==> config.mk <==
export PLATFORM = sky130hd
export DESIGN_NAME = akg_cordic
export DESIGN_NICKNAME = d
export VERILOG_FILES = /design/src/rtl/core/assert_macros.svh /design/src/rtl/core/akg_pkg.sv /design/src/rtl/core/akg_cordic.sv
export SDC_FILE = /design/constraint.sdc
export NUM_CORES = 2
export LEC_CHECK = 0
export ABC_CLOCK_PERIOD_IN_PS = 15040
export CAP_MARGIN = 40
export CORE_ASPECT_RATIO = 0.75
export CORE_UTILIZATION = 55
export CTS_CLUSTER_DIAMETER = 100
export DETAILED_ROUTE_END_ITERATION = 7
export DONT_BUFFER_PORTS = 1
export PLACE_DENSITY = 0.69
export SLEW_MARGIN = 5
export SYNTH_ARGS = -nofsm -noshare
export SYNTH_HDL_FRONTEND = slang
export SYNTH_SLANG_ARGS = --single-unit
export TNS_END_PERCENT = 100
==> constraint.sdc <==
create_clock -name clk -period 15.04 [get_ports clk]
set_clock_uncertainty 0.05 [all_clocks]
set_input_delay 0.752 -clock clk [delete_from_list [all_inputs] [get_ports clk]]
set_output_delay 0.752 -clock clk [all_outputs]
set_load 0.02 [all_outputs]
==> src/rtl/core/assert_macros.svh <==
// Assertion macros shared by the RTL of the kinematics block.
// Depends on nothing; the using module supplies clk and rst_n.
`ifndef ASSERT_MACROS_SVH
`define ASSERT_MACROS_SVH
`ifndef SYNTHESIS
// checked only out of reset
`define AKG_ASSERT(lbl, prop, msg) \
  lbl: assert property (@(posedge clk) disable iff (!rst_n) prop) else $error(msg);
// checked at every edge, reset included
`define AKG_ASSERT_ALWAYS(lbl, prop, msg) \
  lbl: assert property (@(posedge clk) prop) else $error(msg);
`else
`define AKG_ASSERT(lbl, prop, msg)
`define AKG_ASSERT_ALWAYS(lbl, prop, msg)
`endif
`endif

==> src/rtl/core/akg_pkg.sv <==
// Package for the arm kinematics / gravity torque block: constants, types, helpers.
// Depends on nothing.
`default_nettype none
package akg_pkg;
  localparam int AKG_CORDIC_STEPS = 16;
  localparam int AKG_TAB_LEN      = 24;

  localparam int AKG_ZW  = 32;  // CORDIC angle, 0.01 deg / 65536
  localparam int AKG_XW  = 34;  // CORDIC x / y, Q30
  localparam int AKG_SCW = 18;  // sine / cosine, Q16

  localparam logic signed [AKG_XW-1:0] AKG_GAIN_Q30 = 34'sd652032875;
  localparam logic signed [16:0] AKG_LEN1 = 17'sd25300;
  localparam logic signed [16:0] AKG_LEN2 = 17'sd30000;
  localparam logic signed [23:0] AKG_TQ_A = 24'sd4480604;
  localparam logic signed [23:0] AKG_TQ_B = 24'sd3286132;
  localparam logic signed [23:0] AKG_TQ_C = 24'sd3418168;

  localparam logic signed [AKG_ZW-1:0] AKG_ATAN [AKG_TAB_LEN] = '{
    32'sd294912000, 32'sd174096719, 32'sd91987925, 32'sd46694507,
    32'sd23437865, 32'sd11730358, 32'sd5866610, 32'sd2933484,
    32'sd1466765, 32'sd733385, 32'sd366693, 32'sd183346,
    32'sd91673, 32'sd45837, 32'sd22918, 32'sd11459,
    32'sd5730, 32'sd2865, 32'sd1432, 32'sd716,
    32'sd358, 32'sd179, 32'sd90, 32'sd45
  };

  // reduced CORDIC start angle
  typedef struct packed {
    logic                    flip;
    logic signed [AKG_ZW-1:0] z;
  } akg_ang_t;

  // wrap to one turn, fold into +-90 deg, note whether cosine flips
  function automatic akg_ang_t akg_wrap(input logic signed [16:0] a);
    logic signed [18:0] r;
    logic signed [18:0] ae;
    akg_ang_t res;
    ae = 19'(a);
    if (ae < 0) begin
      r = (ae + 19'sd36000 < 0) ? ae + 19'sd72000 : ae + 19'sd36000;
    end else begin
      r = (ae >= 19'sd36000) ? ae - 19'sd36000 : ae;
    end
    if (r > 19'sd18000) r = r - 19'sd36000;
    res.flip = 1'b0;
    if (r > 19'sd9000) begin
      r = 19'sd18000 - r;
      res.flip = 1'b1;
    end else if (r < -19'sd9000) begin
      r = -19'sd18000 - r;
      res.flip = 1'b1;
    end
    res.z = AKG_ZW'(r) <<< 16;
    return res;
  endfunction

  // clamp to a signed range of w bits
  function automatic logic signed [63:0] akg_sat(input logic signed [63:0] v, input int w);
    logic signed [63:0] hi;
    logic signed [63:0] lo;
    hi = (64'sd1 <<< (w - 1)) - 64'sd1;
    lo = -(64'sd1 <<< (w - 1));
    return (v > hi) ? hi : ((v < lo) ? lo : v);
  endfunction
endpackage
`default_nettype wire

==> src/rtl/core/akg_cordic.sv <==
// Pipelined rotation-mode CORDIC, one step per register stage, sine and cosine in Q16.
// Depends on akg_pkg.
`default_nettype none
module akg_cordic import akg_pkg::*; #(
  parameter int CORDIC_STEPS = AKG_CORDIC_STEPS
) (
  input  wire logic                      clk,
  input  wire logic                      en,
  input  wire logic signed [AKG_ZW-1:0]  z_in,
  input  wire logic                      flip_in,
  output logic signed [AKG_SCW-1:0]      sin_out,
  output logic signed [AKG_SCW-1:0]      cos_out
);
  logic signed [AKG_XW-1:0] x_r [CORDIC_STEPS];
  logic signed [AKG_XW-1:0] y_r [CORDIC_STEPS];
  logic signed [AKG_ZW-1:0] z_r [CORDIC_STEPS];
  logic                     flip_r [CORDIC_STEPS];
  logic signed [AKG_XW-1:0] x_rnd;
  logic signed [AKG_XW-1:0] y_rnd;

  // one micro-rotation per stage
  for (genvar k = 0; k < CORDIC_STEPS; k++) begin : g_step
    logic signed [AKG_XW-1:0] xi, yi, x_nxt, y_nxt;
    logic signed [AKG_ZW-1:0] zi, z_nxt;
    logic                     fi;
    if (k == 0) begin : g_first
      assign xi = AKG_GAIN_Q30;
      assign yi = '0;
      assign zi = z_in;
      assign fi = flip_in;
    end else begin : g_next
      assign xi = x_r[k-1];
      assign yi = y_r[k-1];
      assign zi = z_r[k-1];
      assign fi = flip_r[k-1];
    end
    always_comb begin
      if (zi >= 0) begin
        x_nxt = xi - (yi >>> k);
        y_nxt = yi + (xi >>> k);
        z_nxt = zi - AKG_ATAN[k];
      end else begin
        x_nxt = xi + (yi >>> k);
        y_nxt = yi - (xi >>> k);
        z_nxt = zi + AKG_ATAN[k];
      end
    end
    always_ff @(posedge clk) begin
      if (en) begin
        x_r[k]    <= x_nxt;
        y_r[k]    <= y_nxt;
        z_r[k]    <= z_nxt;
        flip_r[k] <= fi;
      end
    end
  end

  // round Q30 to Q16, half up; cosine takes the quadrant flip
  assign x_rnd   = (x_r[CORDIC_STEPS-1] + AKG_XW'(1 <<< 13)) >>> 14;
  assign y_rnd   = (y_r[CORDIC_STEPS-1] + AKG_XW'(1 <<< 13)) >>> 14;
  assign sin_out = y_rnd[AKG_SCW-1:0];
  assign cos_out = flip_r[CORDIC_STEPS-1] ? -x_rnd[AKG_SCW-1:0] : x_rnd[AKG_SCW-1:0];
endmodule
`default_nettype wire

==> flow_summary_export.csv <==
group,metric,value,unit
run_status,status,"complete, but fails checks",
run_status,violations,"design-rule violations",
floorplan,start_util,55.42,%
floorplan,fp.dieH,409.9,um
sta,drv_slew,0,
worst_setup_path,crit_start,"y_r[1][152]$_DFFE_PP_",
synthesis,ys_ff_latch,1447,
synthesis,syn_inst,12650,
sta,tns,0,ns
layout,drive_gt1_share,3.466,%
synthesis,synthesis.area,122000,um^2
layout,nFillCells,18570,
synthesis,synthFlopType,"edfxtp_1",
clock_tree,numCtsBuffers,170,
synthesis,synth_edf_count,1447,
worst_setup_path,cp_data_required_time,15.57,ns
grt,grt_max_degree,274,
sta,setup_viol,0,
sta,fmax,166.5,MHz
grt,grt-ovfl-total,0,
clock_tree,clockBufferDepth,4,
worst_setup_path,worstPathMaxFanout,6,
run,cap_violations,0,
grt,gr-usage-all-layers,29.33,%
placed_design,hpwl,264900,um
clock_tree,postCtsSetupBuffers,0,
synthesis,syn_area_per_cell,9.648,um^2
worst_setup_path,cp_slowest_cell,"a221oi_1",
clock_tree,cts_root_buf,"clkbuf_16",
layout,nNetsFinal,14180,
placed_design,pre_cts_ws,9.148,ns
floorplan,dieArea,223800,um^2
sta,worst_pin_slew,1.419,ns
synthesis,yosys.area.top_type_share,35.61,%
worst_setup_path,cp_top_family,"compound AO/OA/AOI/OAI gates",
route,first_iter_violations,9513,
clock_tree,worstSkewPairLatency,0.87,ns
worst_setup_path,crit_type,"flop to flop",
min_path,hp-start,"z_in[19]",
route,post-route-drc-count,2,
route,wl_per_cell,21.34,um
placed_design,port-buffer-count,0,
route,firstDrtPassIters,8,
floorplan,pin_count,71,
synthesis,yosys.area.top_type,"edfxtp_1",
placed_design,place.gp.congestion,0.9542,
worst_setup_path,start_kind,"flop",
min_path,hp-class,"primary input to flop",
worst_setup_path,crit_top_cell,"a21o_1",
sta,hold_violations,0,
synthesis,yosysWarningCount,0,
sta,fin_crit_sh,39.94,%
route,ant_nets,0,
sta,whs,0.1232,ns
synthesis,synthArstFlopShare,0,%
clock_tree,post_cts_resized,0,
clock_tree,cts_max_level,4,
clock_tree,cts_sinks,1447,
sta,fin_ws,9.034,ns
sta,slew_headroom,5.432,%
worst_setup_path,cp.buffers_inverters,0,
route,wl,336800,um
worst_setup_path,reg2reg_from,"y_r[1][152]$_DFFE_PP_",
synthesis,yosysSeqAreaShare,35.61,%
route,via_count,98460,
sta,rsz0062_at_grt,"false",
grt,grt_pass1_wl,523400,um
floorplan,row_count,149,
worst_setup_path,worst_ep_arrival_time,6.53,ns
route,viasPerCell,6.237,
floorplan,die_width,545.9,um
clock_tree,hold_buffers,22,
grt,grt_pass1_vias,91750,
floorplan,core-area,220200,um^2
clock_tree,clk_pin_slew_worst_paths,0.06,ns
synthesis,synth.distinct_cells,100,
clock_tree,cts_tree,"built",
worst_setup_path,path_cells,"nor3_1 -> nand3_1 -> or3_1 -> or3_1 -> or4_1 -> or4_1 -> o21ai_0 -> xor2_1 -> ha_1 -> a21o_1 -> a21o_1 -> a21o_1 -> a21o_1 -> a21o_1 -> a221oi_1 -> o21bai_1 -> a2111oi_0 -> nor2_1 -> xor2_1",
layout,stdcell_count,15790,
layout,syn2layout_area_growth,7.592,%
synthesis,ys_top_cells_by_area,"edfxtp_1 36%, ha_1 14%, xnor2_1 8.7%",
worst_setup_path,slowest_delay,0.59,ns
sta,min_period,6.006,ns
grt,antenna_found_initial,10,
worst_setup_path,end_kind,"flop",
placed_design,place_inst,15460,
==> path summary, 6_finish.rpt <==
path,slack (ns),cells past startpoint,to
setup / recovery,9.03,19,x_r[13][31]$_DFFE_PP_
hold / removal,0.12,1,z_r[0][19]$_DFFE_PP_
hold reg to reg,0.37,0,flip_r[0][4]$_DFFE_PP_
setup reg to reg,9.03,19,x_r[13][31]$_DFFE_PP_
==> cells in the mapped netlist, types with 56 or more instances <==
| library cell | count |
|---|---|
| edfxtp_1 | 1447 |
| ha_1 | 1384 |
| xnor2_1 | 1210 |
| a21oi_1 | 1037 |
| nor2_1 | 853 |
| o21ai_0 | 818 |
| nand2_1 | 803 |
| xor2_1 | 644 |
| a21o_1 | 595 |
| inv_1 | 543 |
| nand2b_1 | 245 |
| nand3_1 | 243 |
| o31ai_1 | 229 |
| nor3_1 | 214 |
| o21a_1 | 210 |
| nor2b_1 | 198 |
| clkbuf_1 | 171 |
| o21bai_1 | 152 |
| or3_1 | 149 |
| and3_1 | 110 |
| o41ai_1 | 108 |
| or4_1 | 106 |
| a31oi_1 | 102 |
| nand4_1 | 99 |
| a211oi_1 | 80 |
| or2_2 | 75 |
| and2_1 | 63 |
| o211ai_1 | 59 |
| a21boi_0 | 57 |
| nor4_1 | 56 |
==> flip-flops by register name, summed over array words and instances (netlist names) <==
name and cells:
z_r 448, y_r 496, flip_r 16, x_r 487
==> routing by layer <==
layer	global-route usage (%)	wire length, um
met5	0	31
met4	5.831	5973
met3	4.846	28510
met2	40.21	129200
met1	47.43	173100
==> placed cells by master (no fill, tap or decap), types with 229 or more instances in the layout <==
master	n
edfxtp_1	1447
xnor2_1	1210
nor2_1	853
inv_1	541
a21o_1	595
xor2_1	644
nand2_1	803
o31ai_1	229
ha_1	1384
nand2b_1	245
nand3_1	243
o21ai_0	818
a21oi_1	1037
==> layout make-up <==
type / count / area [um^2] / share of cell area [%]
Tap cell: 2944 / 3684 / 2.806
Clock inverter: 96 / 1028 / 0.7834
Clock buffer: 195 / 4412 / 3.360
Antenna cell: 2 / 5.005 / 0.003812
Sequential cell: 1447 / 43450 / 33.10
Multi-Input combinational cell: 10470 / 75840 / 57.77
Inverter: 548 / 2057 / 1.567
Timing Repair Buffer: 80 / 810.8 / 0.6176
==> cells by family after synthesis <==
kind of cell    count (synthesis)  share of synthesized area, %
buf+inv                       734                         2.258
compound gates               3809                         20.01
other cells                     2                      0.006155
xor+xnor                     1856                         13.34
flops                        1447                         35.61
fa+ha+maj                    1426                         14.88
simple gates                 3331                         13.54
mux                            43                        0.3548
==> through the flow <==
step | area (um^2) | utilization, %
after global routing | 131300 | 59.63
after global placement | 125500 | 57.00
final | 131300 | 59.63
after floorplan | 122000 | -
after CTS | 131200 | 59.59
after detailed placement | 125500 | 57.02
Power is not shown: default switching activity piles up to over one toggle a cycle in this logic, so the estimate is an artifact.
